==> config.mk <==
export PLATFORM = sky130hd
export DESIGN_NAME = news_batch_deframer_top_flat
export DESIGN_NICKNAME = d
export VERILOG_FILES = /design/src/design/nbd_pkg.sv /design/src/design/nbd_ifs.sv /design/src/design/nbd_front.sv /design/src/design/nbd_queue.sv /design/src/design/nbd_back.sv /design/src/design/news_batch_deframer_top.sv /design/src/flat_wrapper.sv
export SDC_FILE = /design/constraint.sdc
export NUM_CORES = 1
export LEC_CHECK = 0
export BUFFER_PORTS_ARGS = -buffer_cell sky130_fd_sc_hd__buf_4
export CAP_MARGIN = 20
export CELL_PAD_IN_SITES_DETAIL_PLACEMENT = 0
export CELL_PAD_IN_SITES_GLOBAL_PLACEMENT = 1
export CORE_MARGIN = 2
export CORE_UTILIZATION = 27
export DETAILED_ROUTE_END_ITERATION = 8
export GPL_TIMING_DRIVEN = 0
export PLACE_DENSITY = 0.45
export SKIP_LAST_GASP = 1
export SYNTH_ARGS = -nofsm -noshare
export SYNTH_HDL_FRONTEND = slang
export SYNTH_SLANG_ARGS = --single-unit
==> constraint.sdc <==
create_clock -name clk_i -period 11 [get_ports clk_i]
set_input_delay 0.55 -clock clk_i [delete_from_list [all_inputs] [get_ports clk_i]]
set_output_delay 0.55 -clock clk_i [all_outputs]
set_load 0.1 [all_outputs]
==> src/design/nbd_pkg.sv <==
// nbd_pkg: shared types, constants and the header text table for the news batch deframer
// no dependencies; imported by every module of the block
`timescale 1ns / 1ps

package nbd_pkg;

  localparam int LengthBits = 32;
  localparam int OffsetBits = 32;
  localparam int QueueDepth = 4;
  localparam int MaxResults = 3;

  localparam logic [3:0] HdrLen     = 4'd9;
  localparam logic [3:0] MatchBlank = 4'd10;

  localparam logic [7:0] CharHash  = 8'h23;
  localparam logic [7:0] CharNl    = 8'h0A;
  localparam logic [7:0] CharCr    = 8'h0D;
  localparam logic [7:0] CharSpace = 8'h20;
  localparam logic [7:0] CharTab   = 8'h09;
  localparam logic [7:0] CharZero  = 8'h30;
  localparam logic [7:0] CharNine  = 8'h39;

  typedef enum logic [2:0] {
    PH_HEADER,
    PH_BLANKS,
    PH_DIGITS,
    PH_BODY,
    PH_BOUNDARY,
    PH_DISCARD
  } phase_e;

  typedef enum logic [1:0] {
    KIND_BYTE    = 2'd0,
    KIND_END     = 2'd1,
    KIND_CORRUPT = 2'd2,
    KIND_DONE    = 2'd3
  } kind_e;

  // all results caused by one input byte
  typedef struct packed {
    logic [1:0]                            cnt;
    logic [7:0]                            data;
    logic [MaxResults-1:0][1:0]            kind;
    logic [MaxResults-1:0][OffsetBits-1:0] offset;
  } job_t;

  function automatic logic [7:0] hdr_char(input logic [3:0] idx);
    logic [7:0] c;
    case (idx)
      4'd0:    c = 8'h23;
      4'd1:    c = 8'h21;
      4'd2:    c = 8'h20;
      4'd3:    c = 8'h72;
      4'd4:    c = 8'h6E;
      4'd5:    c = 8'h65;
      4'd6:    c = 8'h77;
      4'd7:    c = 8'h73;
      4'd8:    c = 8'h20;
      default: c = 8'h00;
    endcase
    return c;
  endfunction

endpackage

==> src/design/nbd_ifs.sv <==
// nbd_ifs: valid/ready channel interfaces for input bytes, results and configuration
// depends on nbd_pkg for field widths
`timescale 1ns / 1ps

interface nbd_in_if;
  logic       valid;
  logic       ready;
  logic [7:0] byte_in;
  logic       end_of_file;

  modport source (output valid, byte_in, end_of_file, input ready);
  modport sink (input valid, byte_in, end_of_file, output ready);
endinterface

interface nbd_out_if;
  import nbd_pkg::*;
  logic                  valid;
  logic                  ready;
  logic [1:0]            kind;
  logic [7:0]            data_byte;
  logic [OffsetBits-1:0] file_offset;
  logic                  last_of_run;

  modport source (output valid, kind, data_byte, file_offset, last_of_run, input ready);
  modport sink (input valid, kind, data_byte, file_offset, last_of_run, output ready);
endinterface

interface nbd_cfg_if;
  logic valid;
  logic ready;
  logic filter_cr;

  modport source (output valid, filter_cr, input ready);
  modport sink (input valid, filter_cr, output ready);
endinterface

==> src/design/nbd_front.sv <==
// nbd_front: accepts bytes, runs the header/length/body parser and builds one job per byte
// depends on nbd_pkg and nbd_ifs
`timescale 1ns / 1ps

module nbd_front
  import nbd_pkg::*;
(
  input  logic         clk_i,
  input  logic         rst_ni,
  nbd_in_if.sink       in_i,
  nbd_cfg_if.sink      cfg_i,
  input  logic         full_i,
  output logic         push_o,
  output job_t         job_o
);

  phase_e                phase_q, phase_d;
  logic [3:0]            match_q, match_d;
  logic [LengthBits-1:0] len_q, len_d;
  logic [LengthBits-1:0] left_q, left_d;
  logic [OffsetBits-1:0] off_q, off_d;
  logic [OffsetBits-1:0] art_q, art_d;
  logic                  filter_q;

  logic                  fire;
  logic                  is_digit;
  logic [LengthBits+3:0] prod;
  logic                  ovf;
  logic [3:0]            idx;
  logic [3:0]            nxt;
  logic [1:0]            n;
  logic [OffsetBits-1:0] off_inc;
  job_t                  job;

  assign in_i.ready = !full_i;
  assign cfg_i.ready = 1'b1;
  assign fire = in_i.valid && in_i.ready;
  assign push_o = fire && (job.cnt != 2'd0);
  assign job_o = job;
  assign off_inc = off_q + {{(OffsetBits-1){1'b0}}, 1'b1};

  assign is_digit = (in_i.byte_in >= CharZero) && (in_i.byte_in <= CharNine);
  // accum * 10 + digit with room for overflow
  assign prod = ({4'd0, len_q} << 3) + ({4'd0, len_q} << 1)
              + {{LengthBits{1'b0}}, in_i.byte_in[3:0]};
  assign ovf = |prod[LengthBits+3:LengthBits];

  always_comb begin
    phase_d = phase_q;
    match_d = match_q;
    len_d   = len_q;
    left_d  = left_q;
    off_d   = off_q;
    art_d   = art_q;
    job     = '0;
    n       = 2'd0;
    idx     = (match_q >= HdrLen) ? 4'd0 : match_q;
    nxt     = idx + 4'd1;
    if (fire) begin
      case (phase_q)
        PH_HEADER: begin
          if (in_i.byte_in == hdr_char(idx)) begin
            match_d = nxt;
            if (nxt == HdrLen) begin
              phase_d = PH_BLANKS;
              len_d   = '0;
            end
          end else begin
            job.kind[0]   = KIND_CORRUPT;
            job.offset[0] = off_q;
            n             = 2'd1;
            phase_d       = PH_DISCARD;
          end
        end
        PH_BLANKS: begin
          if (in_i.byte_in == CharSpace || in_i.byte_in == CharTab) begin
            match_d = MatchBlank;
          end else if (is_digit) begin
            len_d   = {{(LengthBits-4){1'b0}}, in_i.byte_in[3:0]};
            phase_d = PH_DIGITS;
          end else if (in_i.byte_in == CharNl && match_q == HdrLen) begin
            art_d   = off_inc;
            left_d  = '0;
            len_d   = '0;
            phase_d = PH_BOUNDARY;
          end else begin
            job.kind[0]   = KIND_CORRUPT;
            job.offset[0] = off_q;
            n             = 2'd1;
            phase_d       = PH_DISCARD;
          end
        end
        PH_DIGITS: begin
          if (is_digit) begin
            if (ovf) begin
              job.kind[0]   = KIND_CORRUPT;
              job.offset[0] = off_q;
              n             = 2'd1;
              phase_d       = PH_DISCARD;
            end else begin
              len_d = prod[LengthBits-1:0];
            end
          end else if (in_i.byte_in == CharNl) begin
            art_d   = off_inc;
            left_d  = len_q;
            len_d   = '0;
            phase_d = (len_q == '0) ? PH_BOUNDARY : PH_BODY;
          end else begin
            job.kind[0]   = KIND_CORRUPT;
            job.offset[0] = off_q;
            n             = 2'd1;
            phase_d       = PH_DISCARD;
          end
        end
        PH_BODY: begin
          if (!(filter_q && in_i.byte_in == CharCr)) begin
            job.kind[0]   = KIND_BYTE;
            job.data      = in_i.byte_in;
            job.offset[0] = art_q;
            n             = 2'd1;
          end
          left_d = left_q - {{(LengthBits-1){1'b0}}, 1'b1};
          if (left_q == {{(LengthBits-1){1'b0}}, 1'b1}) begin
            phase_d = PH_BOUNDARY;
          end
        end
        PH_BOUNDARY: begin
          if (in_i.byte_in == CharHash) begin
            job.kind[0]   = KIND_END;
            job.offset[0] = art_q;
            n             = 2'd1;
            phase_d       = PH_HEADER;
            match_d       = 4'd1;
          end else begin
            job.kind[0]   = KIND_CORRUPT;
            job.offset[0] = off_q;
            n             = 2'd1;
            phase_d       = PH_DISCARD;
          end
        end
        default: begin
          phase_d = PH_DISCARD;
        end
      endcase

      if (in_i.end_of_file) begin
        if (phase_d == PH_BOUNDARY) begin
          job.kind[n]   = KIND_END;
          job.offset[n] = art_d;
          n             = n + 2'd1;
        end else if (phase_d != PH_DISCARD) begin
          job.kind[n]   = KIND_CORRUPT;
          job.offset[n] = off_inc;
          n             = n + 2'd1;
        end
        job.kind[n]   = KIND_DONE;
        job.offset[n] = off_inc;
        n             = n + 2'd1;
        phase_d = PH_HEADER;
        match_d = 4'd0;
        len_d   = '0;
        left_d  = '0;
        off_d   = '0;
        art_d   = '0;
      end else begin
        off_d = off_inc;
      end
      job.cnt = n;
    end
  end

  always_ff @(posedge clk_i or negedge rst_ni) begin
    if (!rst_ni) begin
      phase_q  <= PH_HEADER;
      match_q  <= 4'd0;
      len_q    <= '0;
      left_q   <= '0;
      off_q    <= '0;
      art_q    <= '0;
      filter_q <= 1'b0;
    end else begin
      phase_q <= phase_d;
      match_q <= match_d;
      len_q   <= len_d;
      left_q  <= left_d;
      off_q   <= off_d;
      art_q   <= art_d;
      if (cfg_i.valid && cfg_i.ready) begin
        filter_q <= cfg_i.filter_cr;
      end
    end
  end

  a_push_nonempty: assert property (@(posedge clk_i) disable iff (!rst_ni)
    push_o |-> job.cnt != 2'd0)
    else $error("job pushed with no results");

  a_eof_rearm: assert property (@(posedge clk_i) disable iff (!rst_ni)
    fire && in_i.end_of_file |=> off_q == '0 && phase_q == PH_HEADER)
    else $error("state not cleared after end of file");

  a_discard_quiet: assert property (@(posedge clk_i) disable iff (!rst_ni)
    fire && phase_q == PH_DISCARD && !in_i.end_of_file |-> !push_o)
    else $error("result produced while discarding");

endmodule

==> src/design/nbd_queue.sv <==
// nbd_queue: short job queue between parser and result sequencer
// depends on nbd_pkg for job_t and depth
`timescale 1ns / 1ps

module nbd_queue
  import nbd_pkg::*;
(
  input  logic clk_i,
  input  logic rst_ni,
  input  logic push_i,
  input  job_t data_i,
  output logic full_o,
  input  logic pop_i,
  output logic empty_o,
  output job_t data_o
);

  localparam int PtrBits = $clog2(QueueDepth);
  localparam int CntBits = $clog2(QueueDepth + 1);

  job_t               mem [QueueDepth];
  logic [PtrBits-1:0] wr_q, rd_q;
  logic [CntBits-1:0] count_q;
  logic               do_push, do_pop;

  assign full_o  = (count_q == CntBits'(QueueDepth));
  assign empty_o = (count_q == '0);
  assign do_push = push_i && !full_o;
  assign do_pop  = pop_i && !empty_o;
  assign data_o  = mem[rd_q];

  always_ff @(posedge clk_i) begin
    if (do_push) begin
      mem[wr_q] <= data_i;
    end
  end

  always_ff @(posedge clk_i or negedge rst_ni) begin
    if (!rst_ni) begin
      wr_q    <= '0;
      rd_q    <= '0;
      count_q <= '0;
    end else begin
      if (do_push) begin
        wr_q <= wr_q + PtrBits'(1);
      end
      if (do_pop) begin
        rd_q <= rd_q + PtrBits'(1);
      end
      if (do_push && !do_pop) begin
        count_q <= count_q + CntBits'(1);
      end else if (do_pop && !do_push) begin
        count_q <= count_q - CntBits'(1);
      end
    end
  end

  a_count_range: assert property (@(posedge clk_i) disable iff (!rst_ni)
    count_q <= CntBits'(QueueDepth))
    else $error("queue count out of range");

endmodule

==> src/design/nbd_back.sv <==
// nbd_back: walks the results of each queued job and drives the output register
// depends on nbd_pkg and nbd_ifs
`timescale 1ns / 1ps

module nbd_back
  import nbd_pkg::*;
(
  input  logic      clk_i,
  input  logic      rst_ni,
  input  logic      empty_i,
  input  job_t      head_i,
  output logic      pop_o,
  nbd_out_if.source out_o
);

  logic                  valid_q;
  logic [1:0]            kind_q;
  logic [7:0]            data_q;
  logic [OffsetBits-1:0] offset_q;
  logic                  last_q;
  logic [1:0]            sub_q, sub_d;
  logic                  load, issue, is_last;

  assign load    = !valid_q || out_o.ready;
  assign issue   = load && !empty_i;
  assign is_last = (sub_q == head_i.cnt - 2'd1);
  assign pop_o   = issue && is_last;

  always_comb begin
    sub_d = sub_q;
    if (issue) begin
      sub_d = is_last ? 2'd0 : sub_q + 2'd1;
    end
  end

  assign out_o.valid       = valid_q;
  assign out_o.kind        = kind_q;
  assign out_o.data_byte   = data_q;
  assign out_o.file_offset = offset_q;
  assign out_o.last_of_run = last_q;

  always_ff @(posedge clk_i or negedge rst_ni) begin
    if (!rst_ni) begin
      valid_q <= 1'b0;
      sub_q   <= 2'd0;
    end else begin
      sub_q <= sub_d;
      if (load) begin
        valid_q <= !empty_i;
      end
    end
  end

  always_ff @(posedge clk_i) begin
    if (issue) begin
      kind_q   <= head_i.kind[sub_q];
      data_q   <= (head_i.kind[sub_q] == KIND_BYTE) ? head_i.data : 8'd0;
      offset_q <= head_i.offset[sub_q];
      last_q   <= is_last;
    end
  end

  a_sub_in_range: assert property (@(posedge clk_i) disable iff (!rst_ni)
    !empty_i |-> sub_q < head_i.cnt)
    else $error("result index beyond job size");

endmodule

==> src/design/news_batch_deframer_top.sv <==
// news_batch_deframer_top: news batch file deframer, parser front, job queue, result back
// depends on nbd_pkg, nbd_ifs, nbd_front, nbd_queue, nbd_back
//
// channel  dir  payload                                            request when
// in_i     in   byte_in[7:0], end_of_file                          valid && ready
// cfg_i    in   filter_cr                                          valid && ready
// out_o    out  kind[1:0], data_byte[7:0], file_offset[31:0],      valid && ready
//               last_of_run
//
// one input byte per cycle while the queue is not full; the parser is a single-cycle state update
// a byte can give up to 3 results (more than one only at end of file), sent to the output one at a time
// a 4-entry job queue lets the input run while the output register is stalled
// ready on in_i drops only when the queue is full; cfg_i is always ready
// reset clears parser state, queue and output register; no clearing pass
`timescale 1ns / 1ps

module news_batch_deframer_top
  import nbd_pkg::*;
(
  input  logic      clk_i,
  input  logic      rst_ni,
  nbd_in_if.sink    in_i,
  nbd_cfg_if.sink   cfg_i,
  nbd_out_if.source out_o
);

  logic push, full, pop, empty;
  job_t job, head;

  nbd_front u_front (
    .clk_i  (clk_i),
    .rst_ni (rst_ni),
    .in_i   (in_i),
    .cfg_i  (cfg_i),
    .full_i (full),
    .push_o (push),
    .job_o  (job)
  );

  nbd_queue u_queue (
    .clk_i   (clk_i),
    .rst_ni  (rst_ni),
    .push_i  (push),
    .data_i  (job),
    .full_o  (full),
    .pop_i   (pop),
    .empty_o (empty),
    .data_o  (head)
  );

  nbd_back u_back (
    .clk_i   (clk_i),
    .rst_ni  (rst_ni),
    .empty_i (empty),
    .head_i  (head),
    .pop_o   (pop),
    .out_o   (out_o)
  );

endmodule
==> src/flat_wrapper.sv <==
// flat-port wrapper written by rule: the top's interface ports become plain ports
module news_batch_deframer_top_flat import nbd_pkg::*;
  (clk_i, rst_ni, in_i_valid, in_i_byte_in, in_i_end_of_file, in_i_ready, cfg_i_valid, cfg_i_filter_cr, cfg_i_ready, out_o_valid, out_o_kind, out_o_data_byte, out_o_file_offset, out_o_last_of_run, out_o_ready);
  nbd_in_if in_i_i ();
  nbd_cfg_if cfg_i_i ();
  nbd_out_if out_o_i ();
  input  logic clk_i;
  input  logic rst_ni;
  input wire logic [$bits(in_i_i.valid)-1:0] in_i_valid;
  input wire logic [$bits(in_i_i.byte_in)-1:0] in_i_byte_in;
  input wire logic [$bits(in_i_i.end_of_file)-1:0] in_i_end_of_file;
  output wire logic [$bits(in_i_i.ready)-1:0] in_i_ready;
  input wire logic [$bits(cfg_i_i.valid)-1:0] cfg_i_valid;
  input wire logic [$bits(cfg_i_i.filter_cr)-1:0] cfg_i_filter_cr;
  output wire logic [$bits(cfg_i_i.ready)-1:0] cfg_i_ready;
  output wire logic [$bits(out_o_i.valid)-1:0] out_o_valid;
  output wire logic [$bits(out_o_i.kind)-1:0] out_o_kind;
  output wire logic [$bits(out_o_i.data_byte)-1:0] out_o_data_byte;
  output wire logic [$bits(out_o_i.file_offset)-1:0] out_o_file_offset;
  output wire logic [$bits(out_o_i.last_of_run)-1:0] out_o_last_of_run;
  input wire logic [$bits(out_o_i.ready)-1:0] out_o_ready;
  assign in_i_i.valid = in_i_valid;
  assign in_i_i.byte_in = in_i_byte_in;
  assign in_i_i.end_of_file = in_i_end_of_file;
  assign in_i_ready = in_i_i.ready;
  assign cfg_i_i.valid = cfg_i_valid;
  assign cfg_i_i.filter_cr = cfg_i_filter_cr;
  assign cfg_i_ready = cfg_i_i.ready;
  assign out_o_valid = out_o_i.valid;
  assign out_o_kind = out_o_i.kind;
  assign out_o_data_byte = out_o_i.data_byte;
  assign out_o_file_offset = out_o_i.file_offset;
  assign out_o_last_of_run = out_o_i.last_of_run;
  assign out_o_i.ready = out_o_ready;
  news_batch_deframer_top u_core (.clk_i(clk_i), .rst_ni(rst_ni), .in_i(in_i_i), .cfg_i(cfg_i_i), .out_o(out_o_i));
endmodule
; Yosys cells after proc, flatten, opt, wreduce, memory -nomap -nowiden
; Memories as Yosys holds them, arrays and structs flattened.
; Index checks and enable logic that the tools add are counted.
; Widths: inputs -> output; s select.
[op_classes]
n_lt_le_gt_ge = 8
n_shift = 0
n_eq_ne = 29
addsub = 13
div = 0
mux = 111
mul = 0
reduce_logical = 33
bitwise = 7
[ops]
columns = cell, n
row1 = $mux 32, 35
row2 = $mux 102, 5
row3 = $bwmux 96, 3
row4 = $pmux 32 s3, 2
row5 = $pmux 32 s5, 1
row6 = $demux 32 s2, 2
row7 = $mux 112, 1
row8 = $bmux 32 s2, 1
row9 = $pmux 32 s2, 1
row10 = $mux 3, 14
row11 = $mux 2, 20
row12 = $add 35x33->36, 1
row13 = $add 36x4->36, 1
row14 = $add 32x1->32 const B, 1
row15 = $eq 32x1->1 const B, 1
row16 = $logic_not 32->1, 1
row17 = $mux 8, 4
row18 = $sub 32x1->32 const B, 1
row19 = $ne 3x3->1 const B, 10
row20 = $eq 8x4->1 const B, 3
row21 = $mux 4, 5
row22 = $eq 8x6->1 const B, 2
row23 = $pmux 3 s5, 1
row24 = $logic_and 1x1->1, 13
row25 = 37 further kinds, 72
[word_totals]
mem_bits_ro = 112
latchBits = 0
memories = 2
regBits = 189
input_bits = 15
ram_bits = 448
elab_cells = 219
[mem_list]
columns = name, depth, word_bits, read_ports, rd_ports_with_merged_regs, write_ports, line
row1 = u_core.u_queue.mem, 4, 112, 1, 0, 1, nbd_queue.sv:21  ; job_t mem [QueueDepth];
row2 = (no name shown), 16, 7, 1, 0, 0, nbd_pkg.sv:49  ; case (idx)

; Logic depth before layout (Yosys ltp)
; An unclocked memory read counts as a cell.
[logic_depth]
ltp_word = 29
ltp_mapped = 26

; Cells and area by module
; From an unflattened synthesis, not the netlist that was laid out.
[hier_totals]
hier_cells = 2501
area_unflattened_um2 = 31961.9
[by_module_without_submodules]
columns = module, n_inst, area_each_um2, cells_each, seq_area_each_um2
row1 = nbd_queue, 1, 16568.4, 622, 13628.1
row2 = nbd_front, 1, 13121.3, 1695, 3403.3
row3 = nbd_back, 1, 2272.2, 184, 1366.3

; Worst setup path before layout
; OpenSTA, ideal clock, no wires.
[synth_timing]
path_kind = input to register
startpoint = in in_i_byte_in[3]
endpoint = mem u_core.u_queue.mem[0][0] (netlist name), enable pin
stages = 20
path_slack_ps = 3023
arrival_time_ps = 7494
n_path_buf = 2
cell_sequence = inv_1 > fa_1 > inv_1 > fa_1 > a211oi_1 > o21bai_1 > o211a_1 > a21o_1 > nand4_1 > mux2_2 > nor4_4 > o31ai_4 > and2_1 > buf_2 > buf_6 > o21ai_0 > inv_1 > ha_1 > o22ai_2 > and2_1
[synth_via]
elab_chain_len = 20
[synth_lines]
columns = item, line
row1 = from (decl), flat_wrapper.sv:10  ; input wire logic [$bits(in_i_i.byte_in)-1:0] in_i_byte_in;
row2 = branches (longest 13 deep; another with $add 36x4->36), -
row3 = $mux 2 *, nbd_front.sv:146  ; if (in_i.end_of_file) begin
row4 = $mux 112 *, nbd_front.sv:59  ; if (fire) begin
row5 = $reduce_bool 2->1 *, nbd_front.sv:38  ; assign push_o = fire && (job.cnt != 2'd0);
row6 = $logic_and 1x1->1 *, nbd_front.sv:38
row7 = $logic_and 1x1->1 *, nbd_queue.sv:28  ; assign do_push = push_i && !full_o;
row8 = named net u_core.u_queue.do_push, nbd_queue.sv:24  ; logic do_push, do_pop;
row9 = $mux 1 *, nbd_queue.sv:33  ; if (do_push) begin
row10 = $mux 1 (not written as such) *, nbd_queue.sv:34  ; mem[wr_q] <= data_i;
row11 = to (decl), nbd_queue.sv:21
; Mark *: on every way through the listed nets, which the timed path passes. The select of a mux whose other input is x is not followed.

==> run_results.csv <==
group,metric,value,unit
run_status,status,"completed",
synthesis,synth_fp_nets,2562,
floorplanning,num_rows,124,
timing,fin_ws,2620,ps
routing,antenna_left,0,
floorplanning,die-area,119000,um^2
layout,fin_nets,2721,
power,p_comb_share,43.9,%
timing,setup_violations,0,
global_routing,grt-ovfl-total,0,
clock_network,cts_buffer_depth,3,
layout,fin_util,31.9,%
clock_network,clk_latency,640,ps
layout,design_area,36600,um^2
synthesis,synth-seq-cells,633,
timing,relSlewSlack,25.0,%
clock_network,clk_pin_slew,60,ps
routing,num_vias,21700,
placed_design,gp_congestion,0.846,
power,peakVddDrop,194,uV
power,switching_share,40.6,%
synthesis,synth_top_area_share,46.7,%
setup_path,worstPathArrival,8710,ps
layout,multi_input_area,12100,um^2
synthesis,seq_area_frac_synth,58.4,%
setup_path,endpoint_kind,"register",
setup_path,path_max_fanout,10,
power,pwr-share-seq,33.9,%
synthesis,synth_edf_count,487,
routing,drt-total-wl,105000,um
timing,worstMarginPinSlew,1120,ps
setup_path,critPathKind,"register to register",
routing,topRoutingLayerUsed,"met5",
clock_network,cts_tree,"built",
global_routing,gr-usage-all-layers,17.9,%
global_routing,grt_pass1_wl,155000,um
routing,dr_wl_met3,4460,um
placed_design,pre_cts_ws,2430,ps
routing,drc,0,
timing,final.setup.tns,0,ps
synthesis,ys.warnings.count,0,
floorplanning,die_w,344,um
floorplanning,start_util,27.3,%
floorplanning,core,115000,um^2
synthesis,yosysMostFrequentCell,"edfxtp_1",
setup_path,cp-start-kind,"register",
timing,fin_worst_skew,34.4,ps
routing,dr_wl_met2,52000,um
timing,fmax,119,MHz
clock_network,cts-root-buf,"clkbuf_16",
power,p_leak,0.0130,uW
clock_network,cts-buffers-inserted,75,
power,p_switching,4630,uW
job,drv_cap,0,
synthesis,ys_types,86,
global_routing,grt_pass1_vias,22500,
clock_network,post_cts_resized,0,
timing,rsz0062_at_grt,"no",
global_routing,grt_max_degree,84,
synthesis,yosysTopAreaCell,"edfxtp_1",
layout,final-seq-area,18300,um^2
power,p_int,6780,uW
power,power.density,312,nW/um^2
layout,num-fill-cells,11500,
clock_network,post-cts-setup-buffers,0,
setup_path,crit_required,11330,ps
clock_network,htreeDepth,3,
layout,drive_gt1_share,13.8,%
synthesis,synth_cells,2463,
floorplanning,die_h,344,um
layout,syn_to_final_growth,17.1,%
synthesis,synth_area,31300,um^2
timing,slew_violations,0,
timing,report.final.hold_viol_count,0,
synthesis,synthArstFlopShare,23.1,%
synthesis,ys.flop_type,"edfxtp_1",
placed_design,io_buffers,57,
global_routing,antenna_found_initial,3,
placed_design,dp_hpwl,73900,um
routing,dr.pass1.iters,5,
routing,wl_met1,46400,um
floorplanning,ios,61,
layout,antenna_cells,0,
placed_design,place_area,34100,um^2
synthesis,avgSynthCellArea,12.7,um^2
synthesis,ys_top_cells_by_area,"edfxtp_1 (47%), dfrtp_1 (12%), mux4_2 (8.0%)",
timing,fin_crit_sh,76.1,%
routing,vias_per_cell,5.17,
power,total_power,11400,uW
routing,wire_per_inst,25.1,um
min_path,hold_path_class,"primary input to register",
power,pwr-share-clk,22.2,%
synthesis,ys_top_cells_by_count,"edfxtp_1 (487), nand2_1 (255), o21ai_0 (161)",
timing,post-route-min-period,8380,ps
clock_network,clock_sinks,633,
routing,drt_iter0_drc,1552,
clock_network,cts_hold_buf,1,
## path summary, 6_finish.rpt
path | end | from | slack [ps] | cells after the start
worst max-delay path | u_core.u_queue.mem[3][16] | u_core.u_front.len_q[0] | 2620 | 21
worst min-delay path | u_core.u_back.out_o.valid | out_o_ready | 110 | 2
worst max register to register | u_core.u_queue.mem[3][16] | u_core.u_front.len_q[0] | 2620 | 21
worst min register to register | u_core.u_front.left_q[1] | u_core.u_front.left_q[1] | 510 | 2
max in group asynchronous | u_core.u_queue.rd_q[1] | rst_ni | 9630 | 3
min in group asynchronous | u_core.u_front.len_q[31] | rst_ni | 500 | 2
## metal layers
layer | track usage (%) | vias up
li1 | - | 9818
met1 | 23.3 | 11200
met2 | 30.5 | 523
met3 | 2.68 | 143
met4 | 5.43 | 2
met5 | 0 | -
## through the flow
| step | std cells | hold WS (ps) |
|---|---|---|
| after CTS | 4189 | 54.7 |
| after floorplan | 2463 | 254 |
| after global routing | 4193 | 86.3 |
| after global placement | 4032 | 485 |
| final | 4193 | 112 |
| after detailed placement | 4052 | 500 |
## state kept, by name, indices dropped and copies added (netlist names), 2 cells and up
signal and flops:
u_core.u_back.out_o.kind 2, u_core.u_front.art_q 32, u_core.u_front.match_q 4, u_core.u_front.len_q 32
u_core.u_back.sub_q 2, u_core.u_queue.count_q 3, u_core.u_queue.rd_q 2, u_core.u_back.out_o.data_byte 8
u_core.u_queue.wr_q 2, u_core.u_front.left_q 32, u_core.u_queue.mem 444, u_core.u_front.off_q 32
u_core.u_front.phase_q 3, u_core.u_back.out_o.file_offset 32
## critical path, cell delays in order (launching register included)
cell and delay [ps]:
dfrtp_1 500, inv_1 100, fa_1 510, inv_1 60
fa_1 430, a211oi_1 240, o21bai_1 180, o211a_1 300
a211oi_1 510, o21ai_1 320, o21ai_1 620, nor4_4 220
o31a_2 440, nor2_1 740, a21oi_1 180, ha_1 240
clkbuf_1 280, nor2_1 480, clkbuf_1 660, o21ai_0 220
a31o_1 230, a32oi_1 560
## cell type report
class / instances / area share [%]
plain buffers: 164 / 1.80
inverters: 78 / 0.799
clock buffers: 101 / 5.76
multi-input cells: 1588 / 33.0
clock inverters: 35 / 1.06
repair buffers: 82 / 2.53
flip-flops and latches: 633 / 49.9
well taps: 1512 / 5.16
## cells by family after synthesis
family	count (synthesis)	synth area share, %
AOI/OAI and AO/OA	630	13.5
xor gates and xnor gates	86	2.41
adders and majority gates	84	3.43
buffers and inverters	242	3.04
DFF	633	58.4
muxes	160	9.58
other	1	0.0120
and+or+nand+nor	627	9.56
## power groups by stage
| stage | Sequential [uW] | Clock [uW] | Combinational (uW) |
|---|---|---|---|
| 3_3_place_gp | 4100 | 0 | 4860 |
| 3_5_place_dp | 3930 | 0 | 5080 |
| 6_report | 3870 | 2530 | 5010 |
| 4_1_cts | 3890 | 2600 | 5100 |
| 2_1_floorplan | 4560 | 0 | 2590 |
| 5_1_grt | 3950 | 2690 | 5380 |
## layout by cell type, fill, tap and decap left out, drive strengths merged, types with 15 or more instances in the layout
cell and count:
a211oi 19, a21oi 105, a22o 53, a22oi 60
a32oi 18, and2 29, and3 21, buf 126
clkbuf 220, clkinv 26, dfrtp 146, edfxtp 487
ha 81, inv 79, mux2i 44, mux4 111
nand2 256, nand2b 15, nand3 37, nand4 17
nor2 120, nor2b 18, nor3 53, nor4 21
o21ai 168, o22ai 43, o31ai 50, xnor2 48
xor2 38
Power figures use the tool's default switching activity.
